--- src/design/sfr_pkg.sv ---
// Shared constants and types for the SBUS frame receiver.
`timescale 1ns / 1ps
package sfr_pkg;

    localparam int FRAME_BYTES    = 25;
    localparam int CHANNEL_COUNT  = 16;
    localparam int CH_BITS        = 11;
    localparam int DATA_BYTES     = 22;
    localparam int CHAN_DATA_BITS = CHANNEL_COUNT * CH_BITS;
    localparam int IDX_BITS       = 5;
    localparam int CH_IDX_BITS    = 4;
    localparam int CFG_ADDR_BITS  = 2;
    localparam int CFG_DATA_BITS  = 24;
    localparam int OUT_DATA_BITS  = 24;

    localparam logic [CH_IDX_BITS-1:0] LAST_CHANNEL = CH_IDX_BITS'(CHANNEL_COUNT - 1);
    localparam logic [IDX_BITS-1:0]    LAST_BYTE    = IDX_BITS'(FRAME_BYTES - 1);
    localparam logic [IDX_BITS-1:0]    FULL_INDEX   = IDX_BITS'(FRAME_BYTES);

    typedef enum logic [CFG_ADDR_BITS-1:0] {
        CFG_HEADER  = 2'd0,
        CFG_FOOTER  = 2'd1,
        CFG_GAP     = 2'd2,
        CFG_TIMEOUT = 2'd3
    } t_cfg_reg;

    // One tick's outcome, waiting to be sent as one status result or a channel burst.
    typedef struct packed {
        logic                      is_frame;
        logic [3:0]                flags;
        logic                      link_ok;
        logic [CHAN_DATA_BITS-1:0] chan_data;
    } t_slot;

endpackage

--- src/design/sbus_frame_receiver.sv ---
// Top level of the SBUS frame receiver: tick processing, frame check and result burst.
//
//  Channel   Direction  Handshake                     Content
//  s_axis    in         tvalid/tready                 one tick: tuser byte_valid, tdata rx_byte
//  m_axis    out        tvalid/tready                 one result: channel, flags, link, tlast
//  cfg       in         i_cfg_we                      register write, index i_cfg_addr
//
// A tick is processed in the cycle it is taken; its first result is registered into an
// output slot. Ticks without an accepted frame give one result each and stream at one
// per cycle unless the output stalls. An accepted frame gives 16 results from the output
// slot; one more tick is held in a second slot meanwhile. Reset (synchronous, active low)
// clears counters, flags and both slots and loads default configuration. A stall on the
// output holds the shown result and, once the second slot is full, stalls the input.
`timescale 1ns / 1ps
module sbus_frame_receiver (
    input  logic                                i_clk,
    input  logic                                i_rst_n,
    input  logic                                s_axis_tvalid,
    output logic                                s_axis_tready,
    // bit 0: byte_valid
    input  logic                                s_axis_tuser,
    // bits 7:0: rx_byte
    input  logic [7:0]                          s_axis_tdata,
    output logic                                m_axis_tvalid,
    input  logic                                m_axis_tready,
    // bit 0: channel_valid
    output logic                                m_axis_tuser,
    // bits 3:0 channel_index, 14:4 channel_value, 15 failsafe, 16 frame_lost,
    // 17 digital_ch17, 18 digital_ch18, 19 link_ok, 23:20 zero
    output logic [sfr_pkg::OUT_DATA_BITS-1:0]   m_axis_tdata,
    output logic                                m_axis_tlast,
    input  logic                                i_cfg_we,
    input  logic [sfr_pkg::CFG_ADDR_BITS-1:0]   i_cfg_addr,
    input  logic [sfr_pkg::CFG_DATA_BITS-1:0]   i_cfg_data
);
    import sfr_pkg::*;

    logic [7:0]             r_header;
    logic [7:0]             r_footer;
    logic [15:0]            r_gap;
    logic [23:0]            r_timeout;

    logic [7:0]             r_buf [FRAME_BYTES];
    logic [IDX_BITS-1:0]    r_idx;
    logic [15:0]            r_tsb;
    logic [23:0]            r_tsv;
    logic                   r_timed_out;
    logic [3:0]             r_flags;

    logic                   r_a_valid;
    t_slot                  r_a;
    logic [CH_IDX_BITS-1:0] r_a_idx;
    logic                   r_b_valid;
    t_slot                  r_b;

    logic                   accept;
    logic [15:0]            tsb_inc;
    logic [23:0]            tsv_inc;
    logic [IDX_BITS-1:0]    idx_eff;
    logic                   do_write;
    logic                   frame_ok;
    logic [IDX_BITS-1:0]    n_idx;
    logic [15:0]            n_tsb;
    logic [23:0]            n_tsv;
    logic                   n_timed_out;
    logic [3:0]             n_flags;
    logic [CHAN_DATA_BITS-1:0] chan_bits;
    t_slot                  new_slot;
    logic                   a_done;
    logic                   a_free;
    logic [CH_BITS-1:0]     chan_value;

    assign accept = s_axis_tvalid && s_axis_tready;
    assign s_axis_tready = !r_b_valid;

    always_comb begin
        tsb_inc = (r_tsb == 16'hFFFF) ? r_tsb : r_tsb + 16'd1;
        tsv_inc = (r_tsv == 24'hFFFFFF) ? r_tsv : r_tsv + 24'd1;
        idx_eff = (tsb_inc > r_gap) ? '0 : r_idx;
        do_write = s_axis_tuser && (idx_eff < FULL_INDEX);
        frame_ok = do_write && (idx_eff == LAST_BYTE) && (r_buf[0] == r_header)
                   && (s_axis_tdata == r_footer);
        n_tsb = tsb_inc;
        n_idx = r_idx;
        if (s_axis_tuser) begin
            n_tsb = '0;
            n_idx = idx_eff;
            if (do_write) begin
                if ((idx_eff == LAST_BYTE) && !frame_ok) begin
                    n_idx = '0;
                end else begin
                    n_idx = idx_eff + IDX_BITS'(1);
                end
            end
        end
        n_tsv   = frame_ok ? '0 : tsv_inc;
        n_flags = frame_ok ? r_buf[23][3:0] : r_flags;
        n_timed_out = (frame_ok ? 1'b0 : r_timed_out) || (n_tsv > r_timeout);
        for (int k = 0; k < DATA_BYTES; k++) begin
            chan_bits[8*k +: 8] = r_buf[k+1];
        end
        new_slot.is_frame  = frame_ok;
        new_slot.flags     = n_flags;
        new_slot.link_ok   = !n_timed_out;
        new_slot.chan_data = chan_bits;
    end

    assign a_done = r_a_valid && m_axis_tready && (!r_a.is_frame || (r_a_idx == LAST_CHANNEL));
    assign a_free = !r_a_valid || a_done;

    always_ff @(posedge i_clk) begin
        if (!i_rst_n) begin
            r_header    <= 8'd15;
            r_footer    <= 8'd0;
            r_gap       <= 16'd3000;
            r_timeout   <= 24'd100000;
            r_idx       <= '0;
            r_tsb       <= '0;
            r_tsv       <= '0;
            r_timed_out <= 1'b0;
            r_flags     <= '0;
        end else begin
            if (i_cfg_we) begin
                unique case (t_cfg_reg'(i_cfg_addr))
                    CFG_HEADER:  r_header  <= i_cfg_data[7:0];
                    CFG_FOOTER:  r_footer  <= i_cfg_data[7:0];
                    CFG_GAP:     r_gap     <= i_cfg_data[15:0];
                    CFG_TIMEOUT: r_timeout <= i_cfg_data[23:0];
                endcase
            end
            if (accept) begin
                r_idx       <= n_idx;
                r_tsb       <= n_tsb;
                r_tsv       <= n_tsv;
                r_timed_out <= n_timed_out;
                r_flags     <= n_flags;
            end
        end
    end

    always_ff @(posedge i_clk) begin
        if (accept && do_write) begin
            r_buf[idx_eff] <= s_axis_tdata;
        end
    end

    // Slot A drives the output; slot B holds one tick while A is busy.
    always_ff @(posedge i_clk) begin
        if (!i_rst_n) begin
            r_a_valid <= 1'b0;
            r_b_valid <= 1'b0;
            r_a_idx   <= '0;
        end else begin
            if (r_a_valid && r_a.is_frame && m_axis_tready && !a_done) begin
                r_a_idx <= r_a_idx + CH_IDX_BITS'(1);
            end
            if (r_b_valid) begin
                if (a_free) begin
                    r_a_valid <= 1'b1;
                    r_a       <= r_b;
                    r_a_idx   <= '0;
                    r_b_valid <= 1'b0;
                end
            end else if (accept) begin
                if (a_free) begin
                    r_a_valid <= 1'b1;
                    r_a       <= new_slot;
                    r_a_idx   <= '0;
                end else begin
                    r_b_valid <= 1'b1;
                    r_b       <= new_slot;
                end
            end else if (a_done) begin
                r_a_valid <= 1'b0;
            end
        end
    end

    assign chan_value = r_a.chan_data[CH_BITS*r_a_idx +: CH_BITS];

    always_comb begin
        m_axis_tvalid = r_a_valid;
        m_axis_tuser  = r_a.is_frame;
        m_axis_tlast  = !r_a.is_frame || (r_a_idx == LAST_CHANNEL);
        m_axis_tdata  = '0;
        m_axis_tdata[3:0]  = r_a.is_frame ? r_a_idx : '0;
        m_axis_tdata[14:4] = r_a.is_frame ? chan_value : '0;
        m_axis_tdata[15]   = r_a.flags[3];
        m_axis_tdata[16]   = r_a.flags[2];
        m_axis_tdata[17]   = r_a.flags[0];
        m_axis_tdata[18]   = r_a.flags[1];
        m_axis_tdata[19]   = r_a.link_ok;
    end

endmodule

--- config.mk ---
export PLATFORM = sky130hd
export DESIGN_NAME = sbus_frame_receiver
export DESIGN_NICKNAME = d
export VERILOG_FILES = /design/src/design/sfr_pkg.sv /design/src/design/sbus_frame_receiver.sv
export SDC_FILE = /design/constraint.sdc
export NUM_CORES = 1
export LEC_CHECK = 0
export BUFFER_PORTS_ARGS = -buffer_cell sky130_fd_sc_hd__buf_2
export CORE_MARGIN = 2
export CORE_UTILIZATION = 30
export DETAILED_ROUTE_END_ITERATION = 8
export GPL_TIMING_DRIVEN = 0
export PLACE_DENSITY = 0.5
export SYNTH_ARGS = -nofsm -noshare
export SYNTH_HDL_FRONTEND = slang
export SYNTH_SLANG_ARGS = --single-unit
--- constraint.sdc ---
create_clock -name i_clk -period 13.2 [get_ports i_clk]
set_input_delay 2.64 -clock i_clk [delete_from_list [all_inputs] [get_ports i_clk]]
set_output_delay 2.64 -clock i_clk [all_outputs]
set_load 0.1 [all_outputs]
======== Word-level counts from Yosys, hierarchy flattened ========
Memories as Yosys holds them, arrays and structs flattened.
Cells that the tools add are included.
W data, S select, Z words.
word-level totals
  flip-flop bits (word level) ............. 476
  memory bits (writable) .................. 200
  output and inout port bits .............. 28
  logic and storage cells ................. 100
  memories kept ........................... 1
memories
  name   words  bits a word  rd ports  clocked after memory_dff  write ports  line                       RTL
  r_buf  25     8            24        0                         1            sbus_frame_receiver.sv:43  logic [7:0] r_buf [FRAME_BYTES];
cells by class
  $add $sub $neg .......................... 4
  multiply operators ...................... 1
  $lt $le $gt $ge ......................... 3
  equality and inequality tests ........... 9
  shift-type cells ........................ 1
  mux-type cells .......................... 28
  bitwise operators ....................... 2
  reductions and logical operators ........ 31
operators with widths
  kind                     count
  $mux W182                4
  $shiftx A176 B9 Y11      1
  $mux W24                 2
  $mux W16                 2
  $add A24 B1 Y24 const B  1
  $eq A24 B24 Y1 const B   1
  $gt A24 B24 Y1           1
  $mux W4                  6
  $add A16 B1 Y16 const B  1
  $eq A16 B16 Y1 const B   1
  $eq A8 B8 Y1             2
  $gt A16 B16 Y1           1
  $mux W5                  3
  $logic_and A1 B1 Y1      12
  $mux W11                 1
  $mux W1                  10
  $reduce_and A2 Y1        5
  $mul A4 B4 Y8 const A    1
  $logic_not A1 Y1         6
  $add A5 B1 Y5 const B    1
  $eq A5 B5 Y1 const B     1
  $lt A5 B5 Y1 const B     1
  $add A4 B1 Y4 const B    1
  $eq A2 B2 Y1 const B     2
  other kinds (9)          12

======== Depth between registers and ports, before layout ========
  word-level depth ........................ 16
  gate-level depth with buffers ........... 31
  gate-level depth less buffers ........... 25

======== Worst setup path before layout ========
OpenSTA, ideal clock, no wires.
  path kind ............................... input -> register
  from .................................... input s_axis_tvalid
  to ...................................... register r_b[0] (netlist bit) (enable)
  library setup time ...................... 727 ps
  arrival time ............................ 11064 ps
  required time ........................... 12473 ps
  path slack .............................. 1409 ps
  stages .................................. 5
  buffers on the path ..................... 2
  cells stage by stage .................... nor2b_1 > clkbuf_1 > clkbuf_1 > nand2_1 > nor2_1
on the way
  longest elaborated chain between the ends .. 2
ends and longest elaborated chain
  what                                line                        RTL
  start, declared                     sbus_frame_receiver.sv:18   input logic s_axis_tvalid,
  $logic_and A1 B1 Y1                 sbus_frame_receiver.sv:73   assign accept = s_axis_tvalid && s_axis_tready;
  $reduce_and A4 Y1 (no source line)  -
  end signal, assigned                sbus_frame_receiver.sv:171  r_b <= new_slot;
  end, declared                       sbus_frame_receiver.sv:54   t_slot r_b;
Every way passes these cells.
A chain may end at the register's enable or synchronous reset.

======== Worst setup path in the final report ========
  from .................................... register r_tsb[3]
  to ...................................... register r_a, in the netlist m_axis_tdata[19], data pin
on the way
  longest elaborated chain between the ends .. 16
  elaborated cells on any way between the ends .. 19
  those cells by class .................... 1 x add/sub; 3 x order compare; 2 x eq/ne; 7 x mux; 6 x reduce/logical
ends and longest elaborated chain
  what                                                      line                        RTL
  start, declared                                           sbus_frame_receiver.sv:45   logic [15:0] r_tsb;
  start signal, assigned                                    sbus_frame_receiver.sv:133  r_tsb <= n_tsb;
  $add A16 B1 Y16 / $eq A16 B16 Y1 (equally long branches)  sbus_frame_receiver.sv:77   tsb_inc = (r_tsb == 16'hFFFF) ? r_tsb : r_tsb + 16'd1;
  $mux W16 (*)                                              sbus_frame_receiver.sv:77
  $gt A16 B16 Y1 (*)                                        sbus_frame_receiver.sv:79   idx_eff = (tsb_inc > r_gap) ? '0 : r_idx;
  $mux W5 (*)                                               sbus_frame_receiver.sv:79
  $lt A5 B5 Y1                                              sbus_frame_receiver.sv:80   do_write = s_axis_tuser && (idx_eff < FULL_INDEX);
  $logic_and A1 B1 Y1                                       sbus_frame_receiver.sv:80
  $logic_and A1 B1 Y1 (*) (2 in a row)                      sbus_frame_receiver.sv:81   frame_ok = do_write && (idx_eff == LAST_BYTE) && (r_buf[0] == r_header)
  $logic_and A1 B1 Y1 (*)                                   sbus_frame_receiver.sv:82   && (s_axis_tdata == r_footer);
  $mux W24 (*)                                              sbus_frame_receiver.sv:96   n_tsv = frame_ok ? '0 : tsv_inc;
  via n_tsv[19]                                             sbus_frame_receiver.sv:64   logic [23:0] n_tsv;
  $gt A24 B24 Y1 (*)                                        sbus_frame_receiver.sv:98   n_timed_out = (frame_ok ? 1'b0 : r_timed_out) || (n_tsv > r_timeout);
  $logic_or A1 B1 Y1 (*)                                    sbus_frame_receiver.sv:98
  $logic_not A1 Y1 (*)                                      sbus_frame_receiver.sv:104  new_slot.link_ok = !n_timed_out;
  $mux W182 (*)                                             sbus_frame_receiver.sv:165  if (a_free) begin
  $mux W182 (*)                                             sbus_frame_receiver.sv:164  end else if (accept) begin
  $mux W182 (*)                                             sbus_frame_receiver.sv:157  if (r_b_valid) begin
  end signal, assigned                                      sbus_frame_receiver.sv:160  r_a <= r_b;
  end signal, assigned                                      sbus_frame_receiver.sv:167  r_a <= new_slot;
  end, declared                                             sbus_frame_receiver.sv:51   t_slot r_a;
Mark *: on every way through the listed nets, which the timed path passes. The rest lies on a longest branch. The select of a mux whose other input is x is not followed.

==> impl_metrics.ini <==
[yosys]
synthTopCellsByArea = edfxtp_1, dfxtp_1, mux2_2
async_flop_share = 0
avgSynthCellArea_um2 = 15.37
synthCells = 1794
synth-edff-count = 552
synth-seq-area-share = 0.6823
synth_top_area_cell = edfxtp_1
ys.flop_type = edfxtp_1
synth.distinct_cells = 76
netlist_area_mm2 = 0.02758
yosys.area.top_type_share = 0.6010
yosys_warnings = 0
ys_ff_latch = 664

[critical_path]
crit_path_max_incr_delay_ps = 950
crit_required_ps = 13540
path_class = flop to flop
worstRegToRegCells = 30
cp_slowest_cell = o41ai_2
r2r_slack_ps = 5740
reg2reg_from = r_tsb[3]
cp-start-kind = flop
cp-end-kind = flop
rr_endpoint = m_axis_tdata[19]
cpLargestDelayFamily = compound AO/OA/AOI/OAI gates
worst-path-max-fanout = 10
cp.arrival_ps = 7790
worst-path-buf-inv = 8

[pwr]
power_density_mw_per_mm2 = 142.3
finalPower_mw = 4.563
power_frac_seq = 0.508
internal-power_mw = 3.568
swShare = 0.2181
p_leak_nw = 10.59
vdd_ir_drop_max_mv = 0.09075
p_switching_mw = 0.9951
combPwrFrac = 0.047
pwr-share-clk = 0.445

[drt]
wl_per_cell_um = 22.47
ant_nets = 0
num_vias = 15638
drtIter0Drc = 1300
drt-total-wl_um = 71670
first_pass_iters = 5
drc_errors = 0
viasPerCell = 4.902

[global_routing]
grt_max_degree = 32
grt_pass1_wl_um = 105900
grt_use_met2 = 0.2466
antenna_found_initial = 2
track_usage = 0.1519
use_met1 = 0.2062
gr-total-overflow = 0
grt_use_met3 = 0.03634
busiest_layer = met2
grt_pass1_vias = 16026

[cells_and_area]
area_growth_pct = 16.27
diodes = 0
layout-drive-gt1-share = 0.2300
multi_input_area_mm2 = 0.008155
postLayoutCoreUtil = 0.3509
layout.nets = 2033
seqCellArea_mm2 = 0.01882
fillers = 8754

[min_path]
worstHoldPathType = flop to flop
hold_end = r_b[57]
worstHoldStart = r_buf[8][1]
hold_depth = 0

[sta]
fin_ws_ps = 5743
final_hold_viol_count = 0
max_freq_mhz = 134.1
clock_skew_ps = 20.90
max-slew-margin-rel = 0.08524
tightest_slew_ps = 1367
post-route-min-period_ps = 7457
rsz0062_at_grt = false
final_max_slew_viol_count = 0
setup_viol = 0
fin_crit_sh = 0.5649

[clock_tree]
root_buffer = clkbuf_16
post_cts_buffers = 0
clk_latency_ps = 620
numCtsBuffers = 72
cts-htree-levels = 3
cts_hold_buf = 0
tritoncts = built
cts_resized = 0
clk_path_buf_depth = 3
cts.clk_slew.worst_paths_ps = 60
clock-sinks = 664

[die]
dieWidth_um = 307.2
fp.dieH_um = 307.2
fp.coreArea_mm2 = 0.09139
rows = 111
ios = 68
start_util = 0.3018
die_area_mm2 = 0.09438

[placed_design]
dp_hpwl_um = 46980
port-buffer-count = 61
gp_congestion = 0.8394
post-place-ws_ps = 5722

[outcome]
outcome = complete, no violations

[flow_run]
maxCapViolations = 0
[per-layer routing]
metal / up-vias / part of all wire
li1: 7152 / -
met2: 426 / 0.48
met3: 83 / 0.062
met5: - / 0
met4: 0 / 0.018
met1: 7977 / 0.44
[metrics by stage]
stage | setup TNS (ps) | area (um2) | hold slack, ps | instances
after floorplan | 0 | 27590 | 422.2 | 1797
after global placement | -1727420 | 29380 | 426.2 | 3044
after detailed placement | 0 | 29690 | 429.8 | 3058
after CTS | 0 | 32070 | 432.0 | 3190
after global routing | 0 | 32070 | 449.6 | 3190
final | 0 | 32070 | 429.5 | 3190
[Yosys cell counts, types with 26 or more instances]
library cell	instances
a21oi_1	27
and2_1	26
mux4_2	55
mux2_2	177
dfxtp_1	112
xor2_1	32
ha_1	47
clkbuf_1	76
a21boi_0	32
nand3_1	50
nor2_1	66
nand2_1	141
inv_1	47
o21ai_0	33
edfxtp_1	552
[worst max path at each step]
stage	cells past startpoint	startpoint	slack [ps]	to
global placement	6	s_axis_tvalid	-5090	r_b[12]
detailed placement	30	r_tsb[3]	5720	m_axis_tdata[19]
global route	30	r_tsb[3]	5090	m_axis_tdata[19]
CTS	30	r_tsb[3]	5700	m_axis_tdata[19]
finish	30	r_tsb[3]	5740	m_axis_tdata[19]
floorplan	5	s_axis_tvalid	1410	r_b[0]
[flip-flops by register name, indices dropped and copies added, names as in the netlist]
signal	flops
m_axis_tdata	5
m_axis_tuser	1
m_axis_tvalid	1
r_a	176
r_a_idx	4
r_b	182
r_b_valid	1
r_buf	188
r_flags	4
r_footer	8
r_gap	16
r_header	8
r_idx	5
r_timed_out	1
r_timeout	24
r_tsb	16
r_tsv	24
[cells by family after synthesis]
| family | share of synthesized area |
|---|---|
| multiplexers | 0.1257 |
| adder cells (fa/ha/maj) | 0.02132 |
| AO/OA/AOI/OAI | 0.05058 |
| XOR/XNOR | 0.01651 |
| flip-flops | 0.6823 |
| buffers and inverters | 0.02427 |
| other | 0.0001360 |
| AND/OR/NAND/NOR | 0.07921 |
[cell usage in the layout (no fill, tap or decap), types with 10 or more instances in the layout]
cell type	Yosys	routed
and2_1	26	26
nand4_1	16	16
o21ai_0	33	33
xor2_1	32	32
a21boi_0	32	32
dfxtp_1	112	112
nor2b_1	20	20
mux4_2	55	55
buf_2	13	74
inv_1	47	47
ha_1	47	47
clkinv_1	0	17
edfxtp_1	552	552
mux2i_1	22	22
mux2_2	177	177
o311ai_0	12	12
o211ai_1	18	18
nor4_1	10	10
nand2_1	141	141
nor2_1	66	64
clkbuf_1	76	94
buf_4	12	12
and3_1	19	19
nand3b_1	15	15
nand3_1	50	50
clkbuf_16	0	75
buf_12	0	12
a21oi_1	27	27
o2111ai_1	13	13
xnor2_1	20	20
[power by group through the flow]
stage / sequential [mW] / combinational (mW) / clock (mW)
6_report: 2.32 / 0.214 / 2.03
5_1_grt: 2.32 / 0.229 / 2.17
4_1_cts: 2.32 / 0.217 / 2.08
3_5_place_dp: 2.36 / 0.216 / 0
3_3_place_gp: 2.38 / 0.205 / 0
2_1_floorplan: 2.37 / 0.122 / 0
[layout make-up]
cell class / instances / area share
inverter: 48 / 0.005618
clock buffer: 96 / 0.06192
tap: 1186 / 0.04627
buffer: 109 / 0.01525
timing repair buffer: 75 / 0.01771
sequential: 664 / 0.5868
clock inverter: 36 / 0.01213
multi-input combinational: 976 / 0.2543
(Power assumes the default switching activity.)
